[src/rtl/core/dds_sweep_ramp_planner_macros.svh]
// Assertion macros shared by the sweep planner modules.
// No dependencies.
`ifndef DDS_SWEEP_RAMP_PLANNER_MACROS_SVH
`define DDS_SWEEP_RAMP_PLANNER_MACROS_SVH
// implication checked every clock outside reset
`define DSRP_ASSERT_IMP(lbl, clk, rst_n, ante, cons, msg) \
    lbl: assert property (@(posedge clk) disable iff (!rst_n) (ante) |-> (cons)) \
        else $error(msg);
// next-cycle implication
`define DSRP_ASSERT_NXT(lbl, clk, rst_n, ante, cons, msg) \
    lbl: assert property (@(posedge clk) disable iff (!rst_n) (ante) |=> (cons)) \
        else $error(msg);
`endif

[src/rtl/core/dsrp_pkg.sv]
// Shared types and constants for the sweep ramp planner.
// No dependencies.
package dsrp_pkg;
    localparam int unsigned SYSCLK_W     = 30;
    localparam int unsigned FREQ_W       = 32;
    localparam int unsigned SYSCLK_RESET = 1000000000;
    localparam int unsigned QDEPTH_DEF   = 2;
    localparam logic [31:0] BASE_NS      = 32'd4000000000;
    localparam logic [15:0] MAX_PERIOD   = 16'hFFFF;

    typedef enum logic [1:0] {
        UNIT_S  = 2'd0,
        UNIT_MS = 2'd1,
        UNIT_US = 2'd2,
        UNIT_NS = 2'd3
    } t_unit;

    // classified job passed front to back
    typedef struct packed {
        logic        bad;
        logic        rep;
        logic [31:0] start_f;
        logic [31:0] stop_f;
        logic [61:0] ns;
    } t_job;

    typedef struct packed {
        logic        status;
        logic [31:0] start_word;
        logic [31:0] end_word;
        logic [31:0] word_step;
        logic [15:0] step_period;
        logic        rep;
    } t_res;
endpackage

[src/rtl/core/dsrp_front.sv]
// Front end: accepts requests, screens them, converts the duration to ns.
// Depends on dsrp_pkg.
module dsrp_front (
    input  logic              i_clk,
    input  logic              i_rst_n,
    input  logic              i_push,
    output logic              o_full,
    input  logic [31:0]       i_start_freq_hz,
    input  logic [31:0]       i_stop_freq_hz,
    input  logic [31:0]       i_sweep_duration,
    input  logic [1:0]        i_time_unit,
    input  logic              i_repeat_sweep,
    output logic              o_valid,
    input  logic              i_ready,
    output dsrp_pkg::t_job    o_job
);
    logic           r_valid;
    dsrp_pkg::t_job r_job;
    logic [61:0]    w_ns;
    logic [29:0]    w_mul;

    always_comb begin
        case (dsrp_pkg::t_unit'(i_time_unit))
            dsrp_pkg::UNIT_S:  w_mul = 30'd1000000000;
            dsrp_pkg::UNIT_MS: w_mul = 30'd1000000;
            dsrp_pkg::UNIT_US: w_mul = 30'd1000;
            default:           w_mul = 30'd1;
        endcase
        w_ns = 62'(i_sweep_duration) * 62'(w_mul);
    end

    assign o_full  = r_valid && !i_ready;
    assign o_valid = r_valid;
    assign o_job   = r_job;

    always_ff @(posedge i_clk) begin
        if (!i_rst_n) begin
            r_valid <= 1'b0;
        end else if (i_push && !o_full) begin
            r_valid <= 1'b1;
        end else if (i_ready) begin
            r_valid <= 1'b0;
        end
        if (i_push && !o_full) begin
            r_job.bad     <= (i_sweep_duration == '0) || (i_start_freq_hz == '0)
                             || (i_stop_freq_hz <= i_start_freq_hz);
            r_job.rep     <= i_repeat_sweep;
            r_job.start_f <= i_start_freq_hz;
            r_job.stop_f  <= i_stop_freq_hz;
            r_job.ns      <= w_ns;
        end
    end
endmodule

[config.mk]
export PLATFORM = sky130hd
export DESIGN_NAME = dsrp_front
export DESIGN_NICKNAME = d
export VERILOG_FILES = /design/src/rtl/core/dds_sweep_ramp_planner_macros.svh /design/src/rtl/core/dsrp_pkg.sv /design/src/rtl/core/dsrp_front.sv
export SDC_FILE = /design/constraint.sdc
export NUM_CORES = 2
export LEC_CHECK = 0
export ABC_CLOCK_PERIOD_IN_PS = 18470
export BUFFER_PORTS_ARGS = -buffer_cell sky130_fd_sc_hd__buf_4
export CAP_MARGIN = 10
export CORE_MARGIN = 3
export CORE_UTILIZATION = 48
export DETAILED_ROUTE_END_ITERATION = 7
export PLACE_DENSITY = 0.68
export SKIP_LAST_GASP = 1
export SYNTH_ARGS = -nofsm -noshare
export SYNTH_HDL_FRONTEND = slang
export SYNTH_SLANG_ARGS = --single-unit
[constraint.sdc]
create_clock -name i_clk -period 18.47 [get_ports i_clk]
set_input_delay 0.9235 -clock i_clk [delete_from_list [all_inputs] [get_ports i_clk]]
set_output_delay 0.9235 -clock i_clk [all_outputs]
set_load 0.01 [all_outputs]
==> run summary <==
GLOBAL ROUTE
-------------------------------------------------------------------------------------
Total routing resource utilization after global routing ................        26.5%
Total gr overflow ......................................................            0
Number of global-route vias before repair ..............................        21340
Largest net degree at the start of global routing ......................           79
Initial antenna violation count ........................................            2
Wire length of the first global-routing pass ...........................    120000 um

SETUP PATH
-------------------------------------------------------------------------------------
Worst setup path category ..............................................    in -> reg
CP Max Fanout ..........................................................           32
Setup crit end kind ....................................................         flop
Startpoint of the worst register-to-register path ......................      o_valid
Reg-to-reg setup timing slack ..........................................     15.99 ns
Depth of the most critical reg-to-reg path .............................            4
Required time reported for the critical path endpoint ..................     18.64 ns
Kind of start point of the critical path ...............................   input port
Crit Reg-Reg Endpoint ..................................................    o_job[70]
Arrival time of the worst setup path ...................................      9.29 ns

DIE
-------------------------------------------------------------------------------------
Number of placed I/O pins ..............................................          233
Horiz. Die Dim .........................................................       246 um
Starting density of the core ...........................................        48.7%
Die extent in y ........................................................       246 um
Area of the core .......................................................   56700 um^2
Placement row count ....................................................           87
Die outline area .......................................................   60500 um^2

CLOCKING
-------------------------------------------------------------------------------------
CTS H-tree depth .......................................................            4
Clock-pin slew of the registers on the worst-case setup and hold paths .      0.06 ns
Source-to-sink clock delay at the later pin of the worst-skew pair .....      0.42 ns
Root buffer selected by CTS ............................................ sky130_fd_sc_hd__clkbuf_16
Post-CTS setup buffer count ............................................            0
Hold-fix buffer count after cts ........................................            0
Clock buffer count from CTS ............................................           17
Resized Gates After CTS ................................................            0
Maximum buffer depth of the clock tree .................................            2
Clock net sink count ...................................................          129
CTS tree ...............................................................        built

SYNTH
-------------------------------------------------------------------------------------
Number of nets in the synthesized netlist ..............................         3742
Share of Yosys cell area claimed by the top area cell type .............        38.7%
Count of flip-flops with a built-in enable after synthesis .............          128
Cell variety after synth ...............................................           63
Synthesized area .......................................................   27600 um^2
Top cells by area in the synthesized netlist ........................... sky130_fd_sc_hd__fa_1, sky130_fd_sc_hd__ha_1, sky130_fd_sc_hd__edfxtp_1, sky130_fd_sc_hd__inv_1, sky130_fd_sc_hd__nand2_1
Dominant cell type by area after synthesis ............................. sky130_fd_sc_hd__fa_1
Async SR Flop Fraction .................................................           0%
FF+latch count, synth ..................................................          129
Leading post-synthesis cells by instance count ......................... sky130_fd_sc_hd__inv_1, sky130_fd_sc_hd__fa_1, sky130_fd_sc_hd__ha_1
Sequential element share of the synthesized area .......................        14.0%
Warning count from the yosys run .......................................            0
Number of instances in the synthesized netlist .........................         2664
Synthesized area divided by synthesized cell count .....................    10.4 um^2
Most frequent cell after synthesis ..................................... sky130_fd_sc_hd__inv_1
Commonest register cell after synthesis ................................ sky130_fd_sc_hd__edfxtp_1

TIMING
-------------------------------------------------------------------------------------
Number of endpoints failing setup at the final stage ...................            0
Actual slew at the worst max-slew pin ..................................      1.19 ns
Endpoints failing hold .................................................            0
Timing-limited maximum frequency .......................................    0.110 GHz
Crit path time final ...................................................      9.12 ns
Sum of negative setup slack ............................................         0 ns
Headroom to the max-slew limit .........................................        20.6%
Setup repair after global routing missed its margin ....................        false
Max-slew violations ....................................................            0
Fin crit share .........................................................        49.4%
Worst-case setup margin in the final layout ............................      9.35 ns
Clock Skew .............................................................   0.00800 ns

PLACEMENT
-------------------------------------------------------------------------------------
Post-detailed-placement half-perimeter wirelength ......................     68400 um
Number of placed cells counting well taps ..............................         3597
Pre-CTS worst setup slack ..............................................      9.01 ns
Count of port buffers added during placement ...........................          232
Dpl cell area ..........................................................   30100 um^2
Weighted congestion at the end of routability-driven global placement ..        0.986

ROUTE
-------------------------------------------------------------------------------------
Residual antenna-violating net count after detailed routing ............            0
Detailed-route vias per instance .......................................         5.27
Aggregate routed wire length ...........................................     77900 um
Detail-routed net length per standard cell .............................      21.5 um
Drt drc ................................................................            0
Drt first-iter violations ..............................................         1052
Number of vias in the routed layout ....................................        19128
Number of optimization iterations in the first detailed-route pass .....            6

MIN PATH
-------------------------------------------------------------------------------------
Hold path cells ........................................................            1
Min-Delay Startpoint ................................................... i_stop_freq_hz[25]
Path category of the worst min-delay check .............................    in -> reg
Endpoint of the worst hold path ........................................    o_job[87]

FINISH
-------------------------------------------------------------------------------------
Final Cell Area ........................................................   30700 um^2
Post-route non-filler standard cell count ..............................         3629
Final net count ........................................................         3938
Area added between synthesis and finish ................................        11.1%
Fraction of layout instances using a drive strength above 1 ............        10.2%
Number of antenna cells inserted .......................................            0

OUTCOME
-------------------------------------------------------------------------------------
Result of the run ...................................................... finished, final reports clean

JOB
-------------------------------------------------------------------------------------
Number of max-capacitance violations reported ..........................            0

-- worst max-delay path by stage --
stage / startpoint / endpoint / cells past startpoint
6_report: i_time_unit[1] / o_job[46] / 25
5_1_grt: i_time_unit[1] / o_job[61] / 26
4_1_cts: i_time_unit[1] / o_job[61] / 26
3_5_place_dp: i_time_unit[1] / o_job[61] / 26
3_3_place_gp: i_time_unit[1] / o_job[61] / 26
2_1_floorplan: i_time_unit[1] / o_job[57] / 26
-- critical path, stage by stage --
cell and delay, ns:
sky130_fd_sc_hd__buf_4 0.19, sky130_fd_sc_hd__inv_1 0.56, sky130_fd_sc_hd__ha_2 0.76, sky130_fd_sc_hd__nand2_1 0.45, sky130_fd_sc_hd__inv_1 0.35, sky130_fd_sc_hd__ha_1 0.29
sky130_fd_sc_hd__inv_1 0.07, sky130_fd_sc_hd__fa_1 0.52, sky130_fd_sc_hd__fa_1 0.49, sky130_fd_sc_hd__fa_1 0.56, sky130_fd_sc_hd__inv_1 0.06, sky130_fd_sc_hd__fa_1 0.55
sky130_fd_sc_hd__fa_1 0.43, sky130_fd_sc_hd__fa_1 0.44, sky130_fd_sc_hd__ha_1 0.28, sky130_fd_sc_hd__ha_1 0.38, sky130_fd_sc_hd__a21oi_1 0.24, sky130_fd_sc_hd__o21ai_1 0.15
sky130_fd_sc_hd__a221oi_2 0.38, sky130_fd_sc_hd__nor3_1 0.10, sky130_fd_sc_hd__a311oi_2 0.42, sky130_fd_sc_hd__nand2_1 0.18, sky130_fd_sc_hd__a21oi_1 0.25, sky130_fd_sc_hd__o21ai_1 0.10
sky130_fd_sc_hd__xor2_1 0.16
-- area by class of cell --
cell class / count / area, um^2
Fill cell: 5058 / 26000
Tap cell: 756 / 946
Sequential cell: 129 / 3860
Multi-Input combinational cell: 1721 / 20700
Inverter: 754 / 2830
Clock buffer: 18 / 429
Clock inverter: 14 / 130
Timing Repair Buffer: 237 / 1780
-- registers in the layout, summed over array words and instances (netlist names) --
register,count
o_valid,1
o_job,128
-- stage by stage --
step	utilization [%]	hold WS, ns
after global routing	54.1	0.658
after CTS	54.1	0.666
final	54.1	0.678
after global placement	53.2	0.664
after floorplan	-	0.710
after detailed placement	53.2	0.692
-- logic make-up (layout without fill, tap and decap cells) --
kind of cell | after synthesis | after routing | synth area share, %
xor gates and xnor gates | 84 | 84 | 2.66
AOI/OAI and AO/OA | 229 | 229 | 5.61
adders and majority gates | 976 | 976 | 58.7
buffers and inverters | 814 | 1023 | 11.1
DFF | 129 | 129 | 14.0
and+or+nand+nor | 432 | 432 | 7.97
-- cell usage in the layout (no fill, tap or decap), drive strengths merged, types with 34 or more instances in the layout --
master	instances
a21o	46
nor2b	55
xor2	34
buf	237
ha	440
xnor2	50
and2	96
inv	759
nor2	35
a21oi	73
edfxtp	128
nand2	161
fa	535
o21ai	39
-- layer usage --
layer / vias to the layer above / wire length [um] / GRT usage [%]
met4: 0 / 4800 / 14.1
met1: 9702 / 29100 / 31.4
met3: 198 / 3960 / 3.92
met2: 621 / 40000 / 46.6
met5: - / 0 / 0
li1: 8607 / - / -
Power is not shown: default switching activity piles up to over one toggle a cycle in this logic, so the estimate is an artifact.
