==> src/rtl/core/dds_sweep_ramp_planner_macros.svh <==
// Assertion macros shared by the sweep planner modules.
// No dependencies.
`ifndef DDS_SWEEP_RAMP_PLANNER_MACROS_SVH
`define DDS_SWEEP_RAMP_PLANNER_MACROS_SVH
// implication checked every clock outside reset
`define DSRP_ASSERT_IMP(lbl, clk, rst_n, ante, cons, msg) \
    lbl: assert property (@(posedge clk) disable iff (!rst_n) (ante) |-> (cons)) \
        else $error(msg);
// next-cycle implication
`define DSRP_ASSERT_NXT(lbl, clk, rst_n, ante, cons, msg) \
    lbl: assert property (@(posedge clk) disable iff (!rst_n) (ante) |=> (cons)) \
        else $error(msg);
`endif

==> src/rtl/core/dsrp_pkg.sv <==
// Shared types and constants for the sweep ramp planner.
// No dependencies.
package dsrp_pkg;
    localparam int unsigned SYSCLK_W     = 30;
    localparam int unsigned FREQ_W       = 32;
    localparam int unsigned SYSCLK_RESET = 1000000000;
    localparam int unsigned QDEPTH_DEF   = 2;
    localparam logic [31:0] BASE_NS      = 32'd4000000000;
    localparam logic [15:0] MAX_PERIOD   = 16'hFFFF;

    typedef enum logic [1:0] {
        UNIT_S  = 2'd0,
        UNIT_MS = 2'd1,
        UNIT_US = 2'd2,
        UNIT_NS = 2'd3
    } t_unit;

    // classified job passed front to back
    typedef struct packed {
        logic        bad;
        logic        rep;
        logic [31:0] start_f;
        logic [31:0] stop_f;
        logic [61:0] ns;
    } t_job;

    typedef struct packed {
        logic        status;
        logic [31:0] start_word;
        logic [31:0] end_word;
        logic [31:0] word_step;
        logic [15:0] step_period;
        logic        rep;
    } t_res;
endpackage

==> src/rtl/core/dsrp_queue.sv <==
// Short queue between front and back ends.
// Depends on dsrp_pkg and the assertion macros.
`include "dds_sweep_ramp_planner_macros.svh"
module dsrp_queue #(
    parameter int unsigned DEPTH = dsrp_pkg::QDEPTH_DEF
) (
    input  logic           i_clk,
    input  logic           i_rst_n,
    input  logic           i_wr,
    input  dsrp_pkg::t_job i_data,
    output logic           o_ready,
    output logic           o_valid,
    input  logic           i_rd,
    output dsrp_pkg::t_job o_data
);
    localparam int unsigned AW = (DEPTH > 1) ? $clog2(DEPTH) : 1;
    dsrp_pkg::t_job r_mem [DEPTH];
    logic [AW-1:0]  r_wp, r_rp;
    logic [AW:0]    r_cnt;
    logic           w_wr, w_rd;

    assign o_ready = r_cnt != (AW+1)'(DEPTH);
    assign o_valid = r_cnt != '0;
    assign w_wr    = i_wr && o_ready;
    assign w_rd    = i_rd && o_valid;
    assign o_data  = r_mem[r_rp];

    always_ff @(posedge i_clk) begin
        if (!i_rst_n) begin
            r_wp  <= '0;
            r_rp  <= '0;
            r_cnt <= '0;
        end else begin
            if (w_wr) r_wp <= (r_wp == AW'(DEPTH-1)) ? '0 : r_wp + 1'b1;
            if (w_rd) r_rp <= (r_rp == AW'(DEPTH-1)) ? '0 : r_rp + 1'b1;
            r_cnt <= r_cnt + (AW+1)'(w_wr) - (AW+1)'(w_rd);
        end
        if (w_wr) r_mem[r_wp] <= i_data;
    end

    `DSRP_ASSERT_IMP(a_cnt_bound, i_clk, i_rst_n, 1'b1, r_cnt <= (AW+1)'(DEPTH), "queue overfull")
    `DSRP_ASSERT_NXT(a_fill, i_clk, i_rst_n, w_wr && !w_rd, r_cnt == $past(r_cnt) + 1'b1, "count slip")
    `DSRP_ASSERT_IMP(a_ptr_eq, i_clk, i_rst_n, r_cnt == '0, r_wp == r_rp, "pointer mismatch")
endmodule

==> config.mk <==
export PLATFORM = sky130hd
export DESIGN_NAME = dsrp_queue
export DESIGN_NICKNAME = d
export VERILOG_FILES = /design/src/rtl/core/dsrp_pkg.sv /design/src/rtl/core/dsrp_queue.sv
export VERILOG_INCLUDE_DIRS = /design/src /design/src/rtl/core
export SDC_FILE = /design/constraint.sdc
export NUM_CORES = 1
export LEC_CHECK = 0
export CAP_MARGIN = 30
export CELL_PAD_IN_SITES_DETAIL_PLACEMENT = 2
export CELL_PAD_IN_SITES_GLOBAL_PLACEMENT = 2
export CORE_MARGIN = 8
export CORE_UTILIZATION = 30
export CTS_BUF_LIST = sky130_fd_sc_hd__clkbuf_4 sky130_fd_sc_hd__clkbuf_8 sky130_fd_sc_hd__clkbuf_16
export DETAILED_ROUTE_END_ITERATION = 8
export DONT_BUFFER_PORTS = 1
export PLACE_DENSITY_LB_ADDON = 0.1
export SLEW_MARGIN = 10
export SYNTH_ARGS = -nofsm -noshare
export SYNTH_HDL_FRONTEND = slang
export SYNTH_SLANG_ARGS = --single-unit
==> constraint.sdc <==
create_clock -name i_clk -period 12.4 [get_ports i_clk]
set_clock_uncertainty 0.2 [all_clocks]
set_input_delay 2.48 -clock i_clk [delete_from_list [all_inputs] [get_ports i_clk]]
set_output_delay 2.48 -clock i_clk [all_outputs]
set_load 0.005 [all_outputs]
==> impl.org, run 1 <==
** CTS
- After clock tree synthesis, the repair step resized 0 gates.
- In this run the number of H-tree levels came out at 1.
- The clock passes through at most 3 buffers.
- In this run the clock root is driven by a sky130_fd_sc_hd__clkbuf_16.
- The number of hold buffers added after CTS was 0.
- Clock tree from TritonCTS :: built
- Postcts setup bufs :: 0
- Clock latency on the worst-skew pair, taken at its later pin, is 540 ps.
- Counting the buffers created by CTS gives 30.
- Clock Pin Slew Worst Setup and Hold Paths :: 50 ps
- The tree built by TritonCTS fans out to 261 sinks.

** Place
- Number of cells after detailed placement :: 818
- Count of port buffers added during placement :: 0
- Routability-driven placement finished with a final weighted congestion of 0.701.
- Post-DP HPWL :: 15200 um

** Timing
- Total of endpoints with negative setup slack in the final report :: 0
- After layout, the minimum clock period comes to 5350 ps.
- The final max-slew violation count is 0.
- Max Clk Rate :: 187 MHz
- Slew at the pin closest to its max-slew limit :: 895 ps
- Setup total negative slack on the finished layout was measured at 0 ps.
- Worst rel slew slack :: 0.403
- Number of failing hold endpoints at the final stage :: 0
- Final clock period utilization by the worst path :: 0.432
- Setup repair after global routing missed its margin :: no

** Setup path
- STA puts the critical path data arrival time at 2670 ps.
- Critical path endpoint :: o_data[62]
- Start-to-end type of the worst setup path :: register to output port
- STA classifies the critical path startpoint as a register.
- The setup check on the worst reg-to-reg path leaves a slack of 9540 ps.
- CP Data Required Time :: 9720 ps
- Path depth of the worst reg2reg path :: 4
- Crit path capture type :: output port
- In this run the critical register-to-register path is launched from r_cnt[0].
- The worst register-to-register path ends at r_mem[1][32].
- Of all nets on the critical path, the largest fanout is 59.

** Yosys
- Counting flops and latches in the post-synthesis netlist gives 261.
- Synthesized area per cell :: 22.4 um^2
- Of the post-synthesis cell area, the dominant cell type holds 0.805.
- In the synthesized netlist the async set-or-reset flop fraction comes to 0.
- The share of the Yosys chip area taken by registers is 0.816.
- EDFF count, synth :: 256
- The netlist uses 25 different library cells.
- Yosys printed 0 warnings.
- In the post-synthesis netlist, the biggest area contributors are sky130_fd_sc_hd__edfxtp_1, sky130_fd_sc_hd__mux2_2, sky130_fd_sc_hd__buf_6.
- The mapped netlist covers 9550 um^2.
- Counting every net in the synthesized netlist gives 560.
- For this run, the leading register cell type out of synthesis is sky130_fd_sc_hd__edfxtp_1.
- Number of instances in the synthesized netlist :: 427
- Of all cell types, the one taking the most synthesized area is sky130_fd_sc_hd__edfxtp_1.

** Die
- Number of ports placed on the die boundary :: 262
- In this run the standard cell core region covers 31500 um^2.
- The die is 194 um wide.
- Row generation in the floorplan step produced 65 rows.
- Initial core utilization :: 0.303
- Vertical die dimension :: 194 um
- The die covers 37800 um^2.

** Cells and area
- Post-synthesis to final-layout area growth :: 15.6%
- 0 antenna diodes ended up in the layout.
- Non-Filler Instances :: 875
- In the final layout, the share of cells above drive strength 1 is 0.397.
- Util after Layout :: 0.351
- After the last flow step, the layout net total stands at 584.

** Power and ir drop
- Power, Total :: 2.32 mW
- Power Internal :: 1.78 mW
- Of the total power, the clock network draws 0.389.
- Summed over all cells, the static leakage comes to 3.54 nW.
- Proportion of total power due to net switching :: 0.233
- VDD sags by at most 114 uV.
- Fraction of power consumed by combinational cells :: 0.129
- The analysis attributes to net switching a power of 541 uW.
- Power spread over the standard cell area amounts to 210 nW/um^2.
- Relative contribution of sequential cells to total power :: 0.482

** Routing
- Antenna Nets Post-Route :: 0
- Number of DRC violations after detailed routing :: 0
- Count of vias placed by the detailed router :: 3987
- Number of iterations in the first detailed-routing pass :: 4
- After detailed routing, the number of vias per cell comes to 4.56.
- Summed over all layers, the routed wires come to 22100 um.
- In the final routed layout, each cell accounts on average for 25.3 um.
- After the first detailed-routing iteration, the DRC count stood at 153.

** GRT
- After global routing the overflow that remains totals 0.
- Largest net degree at the start of global routing :: 71
- The initial antenna violation count is 1.
- GR Util All Layers :: 0.111
- The via count of the first global-routing pass came to 4528.
- First-pass GRT wire length :: 31400 um

** Hold path
- Worst Hold Launch :: r_rp
- Type of the most critical hold path :: register to register

** Job
- Maximum capacitance violations :: 0

** Status
- Outcome :: finished clean
## how the worst min path moves through the flow
stage | endpoint | slack, ps | cells after the start
floorplan | r_wp | 330 | 2
global placement | r_rp | 370 | 2
detailed placement | r_wp | 400 | 2
CTS | r_wp | 410 | 2
global route | r_wp | 430 | 2
finish | register | 400 | 2
## registers in the layout (all words and copies together) (netlist names), named ones only
register	count
r_rp	1
r_mem	256
r_wp	1
r_cnt	2
## routing by layer
metal / routed length (um) / vias to the layer above / GRT usage
met2: 11300 / 167 / 0.197
li1: - / 1751 / -
met4: 479 / 2 / 0.0297
met5: 13 / - / 0
met1: 7090 / 2034 / 0.0996
met3: 3240 / 33 / 0.0807
## through the flow
| step | worst slack [ps] | area [um^2] | hold WS (ps) |
|---|---|---|---|
| after floorplan | 6220 | 9550 | 326 |
| after global placement | 7400 | 9930 | 371 |
| after detailed placement | 7340 | 9930 | 398 |
| after CTS | 6750 | 11000 | 408 |
| after global routing | 6800 | 11000 | 430 |
| final | 7050 | 11000 | 397 |
## synth_stat cells (all sizes together) (2+ instances only)
library cell	instances
a21bo	2
and2	3
buf	14
dfxtp	5
edfxtp	256
mux2	128
nand2b	2
nor2	2
o21ai	2
## layout by cell type, fill, tap and decap left out, drive strengths merged, types with 2 or more instances in the layout
cell and instances:
and2 3, dfxtp 5, o21ai 2, buf 6, a21bo 2, nor2 2, clkinv 11, bufinv 5
mux2 128, edfxtp 256, clkbuf 37, nand2b 2
## cells by family after synthesis
logic type | count (synthesis) | share of synthesized area
flip-flops | 261 | 0.816
AO/OA/AOI/OAI | 7 | 0.00603
adder cells (fa/ha/maj) | 1 | 0.00131
AND/OR/NAND/NOR | 13 | 0.00773
multiplexers | 129 | 0.152
XOR/XNOR | 1 | 0.000917
buffers and inverters | 15 | 0.0165
## power by group through the flow
stage	combinational [mW]	clock [mW]	sequential [mW]
2_1_floorplan	0.258	0	1.12
3_3_place_gp	0.301	0	1.14
3_5_place_dp	0.303	0	1.14
4_1_cts	0.305	0.936	1.12
5_1_grt	0.326	0.962	1.13
6_report	0.299	0.903	1.12
## final cells by class
class | instances | area [um^2]
clock buffer | 37 | 821
clock inverter | 17 | 213
fill | 3022 | 20400
inverter | 1 | 8.76
multi-input combinational | 151 | 1610
sequential | 261 | 7790
tap | 402 | 503
timing repair buffer | 6 | 97.6
## worst max-delay path, stage by stage, from the launching register on
cell and delay (ps):
sky130_fd_sc_hd__dfxtp_4 870, sky130_fd_sc_hd__buf_4 500, sky130_fd_sc_hd__buf_12 290, sky130_fd_sc_hd__mux2_2 430
No activity file was read; power rests on OpenSTA's default activity.
==> run 2, diff against run 1 <==
- clock period: 12.4 -> 4.9 ns (I/O delays scaled with it)
==> impl.org, run 2 (synthesis results as in run 1) <==
** Status
- Outcome :: finished clean

** Die
- Number of ports placed on the die boundary :: 262
- For this configuration, the core starts out at a cell density of 0.303.
- Vertical die dimension :: 194 um
- The die covers 37800 um^2.
- Die W :: 194 um
- The floorplan has 65 rows.
- The core region is 31500 um^2.

** Setup path
- Start-to-end type of the worst setup path :: register to output port
- Sort of element at the start of the critical path :: register
- In this run the critical register-to-register path is launched from r_cnt[0].
- For the worst setup path, the data required time is 3720 ps.
- Worst Path Arrival :: 2330 ps
- Crit path capture type :: output port
- Max FO, Critical Path :: 70

** Cells and area
- Largest Register :: r_mem
- Most used cells in the layout excluding fill and tap cells :: sky130_fd_sc_hd__edfxtp_1, sky130_fd_sc_hd__mux2_2, sky130_fd_sc_hd__clkbuf_16, sky130_fd_sc_hd__clkinv_1
- Fill cell instance count of the final layout :: 3016
- Post-synthesis to final-layout area growth :: 14.2%
- Number of antenna diodes :: 0
- Util after Layout :: 0.346
- The register with the most flip-flops in the layout has 256 of them.
- The largest registers in the layout are r_mem (256), r_cnt (2).
- Final net count :: 582
- Of the cells placed in the final design, the portion with a size suffix greater than 1 is 0.393.
- Leaving out fill and tap cells, the most frequent cell in the layout is sky130_fd_sc_hd__edfxtp_1.

** CTS
- The tree is rooted in a sky130_fd_sc_hd__clkbuf_16.
- Postcts setup bufs :: 0
- H-tree depth reported by CTS :: 1
- Clock Pin Slew Worst Setup and Hold Paths :: 60 ps
- # clock sinks :: 261
- The clock passes through at most 3 buffers.
- The number of clock buffers added by TritonCTS is 29.
- Post-cts resize count :: 0
- Clock tree from TritonCTS :: built
- Post-CTS Hold Fix Bufs :: 0
- Source-to-sink clock delay at the later pin of the worst-skew pair :: 530 ps

** Routing
- Wire length after detailed routing :: 22000 um
- Antenna Nets Post-Route :: 0
- Post-detailed-route via-to-cell ratio :: 4.57
- After detailed routing, the number of remaining DRC violations is 0.
- The first TritonRoute pass finished after 4 iterations.
- Count of vias placed by the detailed router :: 3990
- DRT iter0 DRCs :: 155
- In the final routed layout, each cell accounts on average for 25.2 um.

** Power and ir drop
- Ratio of total power to cell area :: 517 nW/um^2
- Part of the power in the clock network :: 0.367
- The analysis attributes to net switching a power of 1.33 mW.
- After layout, the design draws a total of 5.64 mW.
- The analysis attributes to cell leakage a power of 3.48 nW.
- The internal portion of the total power is 4.31 mW.
- The worst-case IR drop observed on VDD is 364 uV.
- Relative contribution of sequential cells to total power :: 0.502
- Proportion of total power due to net switching :: 0.236
- Of the total power, combinational logic draws 0.131.

** Place
- Count of port buffers added during placement :: 0
- Summed over all nets, the half-perimeter wirelength after detailed placement is 15300 um.
- Routability-driven placement finished with a final weighted congestion of 0.687.
- Timing analysis after detailed placement gives a worst setup slack of 1880 ps.

** GRT
- Across every metal layer, demand over resource in global routing totals 0.112.
- First-pass GRT wire length :: 31900 um
- Summed over all layers, the global routing overflow is 0.
- The initial antenna violation count came to 1.
- Via count of the first global-routing pass :: 4508
- Largest net degree at the start of global routing :: 91

** Timing
- Setup violations remaining at the end of the flow were counted as 0.
- The final hold violation count was 0.
- Final sum of negative setup slack :: 0 ps
- Tmin final :: 3510 ps
- Final clock period utilization by the worst path :: 0.717
- Final setup slack of the worst path :: 1390 ps
- The final max-slew violation count is 0.
- Max Clk Rate :: 285 MHz
- Post-route worst hold slack :: 343 ps
- For the pin with the worst max-slew slack, the measured transition is 905 ps.
- Worst rel slew slack :: 0.396
- Setup repair after global routing left no endpoint under its margin.

** Hold path
- The startpoint identified for the worst hold timing path is i_data[44].
- Type of the most critical hold path :: input port to register

** Job
- Maximum capacitance violations :: 0
run 2: cell count changes in the layout (fill, tap and decap cells not counted):
cell                         previous run  this run
sky130_fd_sc_hd__bufinv_16              5         2
sky130_fd_sc_hd__clkbuf_8               0         3
sky130_fd_sc_hd__clkinv_2               3         6
sky130_fd_sc_hd__buf_16                 2         0
sky130_fd_sc_hd__clkbuf_16             31        29
sky130_fd_sc_hd__clkinv_4               2         0
sky130_fd_sc_hd__buf_12                 1         2
sky130_fd_sc_hd__clkinv_1               6         7
sky130_fd_sc_hd__clkinvlp_4             1         0
run 2: power by group through the flow:
stage | Clock, mW | Combinational [mW] | Sequential [mW]
after global placement | 0 | 0.763 | 2.88
after floorplan | 0 | 0.653 | 2.82
after detailed placement | 0 | 0.772 | 2.89
after global routing | 2.23 | 0.808 | 2.87
after CTS | 2.15 | 0.777 | 2.85
final | 2.07 | 0.739 | 2.83
run 2: worst paths after layout:
check,end,slack (ps),depth (start not counted)
setup / recovery,o_data[2],1390,2
hold / removal,r_mem[1][44],340,0
setup reg to reg,r_mem[0][127],2230,4
hold reg to reg,register,390,2
run 2: per-layer routing:
| layer | share of wire | up-vias | track usage |
|---|---|---|---|
| met1 | 0.34 | 2043 | 0.109 |
| li1 | - | 1743 | - |
| met4 | 0.024 | 2 | 0.0297 |
| met5 | 0.00059 | - | 0 |
| met2 | 0.50 | 167 | 0.195 |
| met3 | 0.14 | 35 | 0.0732 |
run 2: cell type report:
class	count	area, um^2	area share
flip-flops and latches	261	7790	0.715
multi-input cells	151	1610	0.148
clock buffers	38	812	0.0745
repair buffers	5	62.6	0.00574
clock inverters	15	116	0.0107
inverters	1	8.76	0.000803
well taps	402	503	0.0461
run 2: through the flow:
stage,std cells,cell area (um^2)
CTS,873,10900
detailed placement,820,9970
finish,873,10900
global route,873,10900
floorplan,427,9550
global placement,820,9970
run 2: worst max-delay path: stages (launching register included):
cell	delay (ps)
sky130_fd_sc_hd__dfxtp_4	890
sky130_fd_sc_hd__buf_12	410
sky130_fd_sc_hd__mux2_2	430
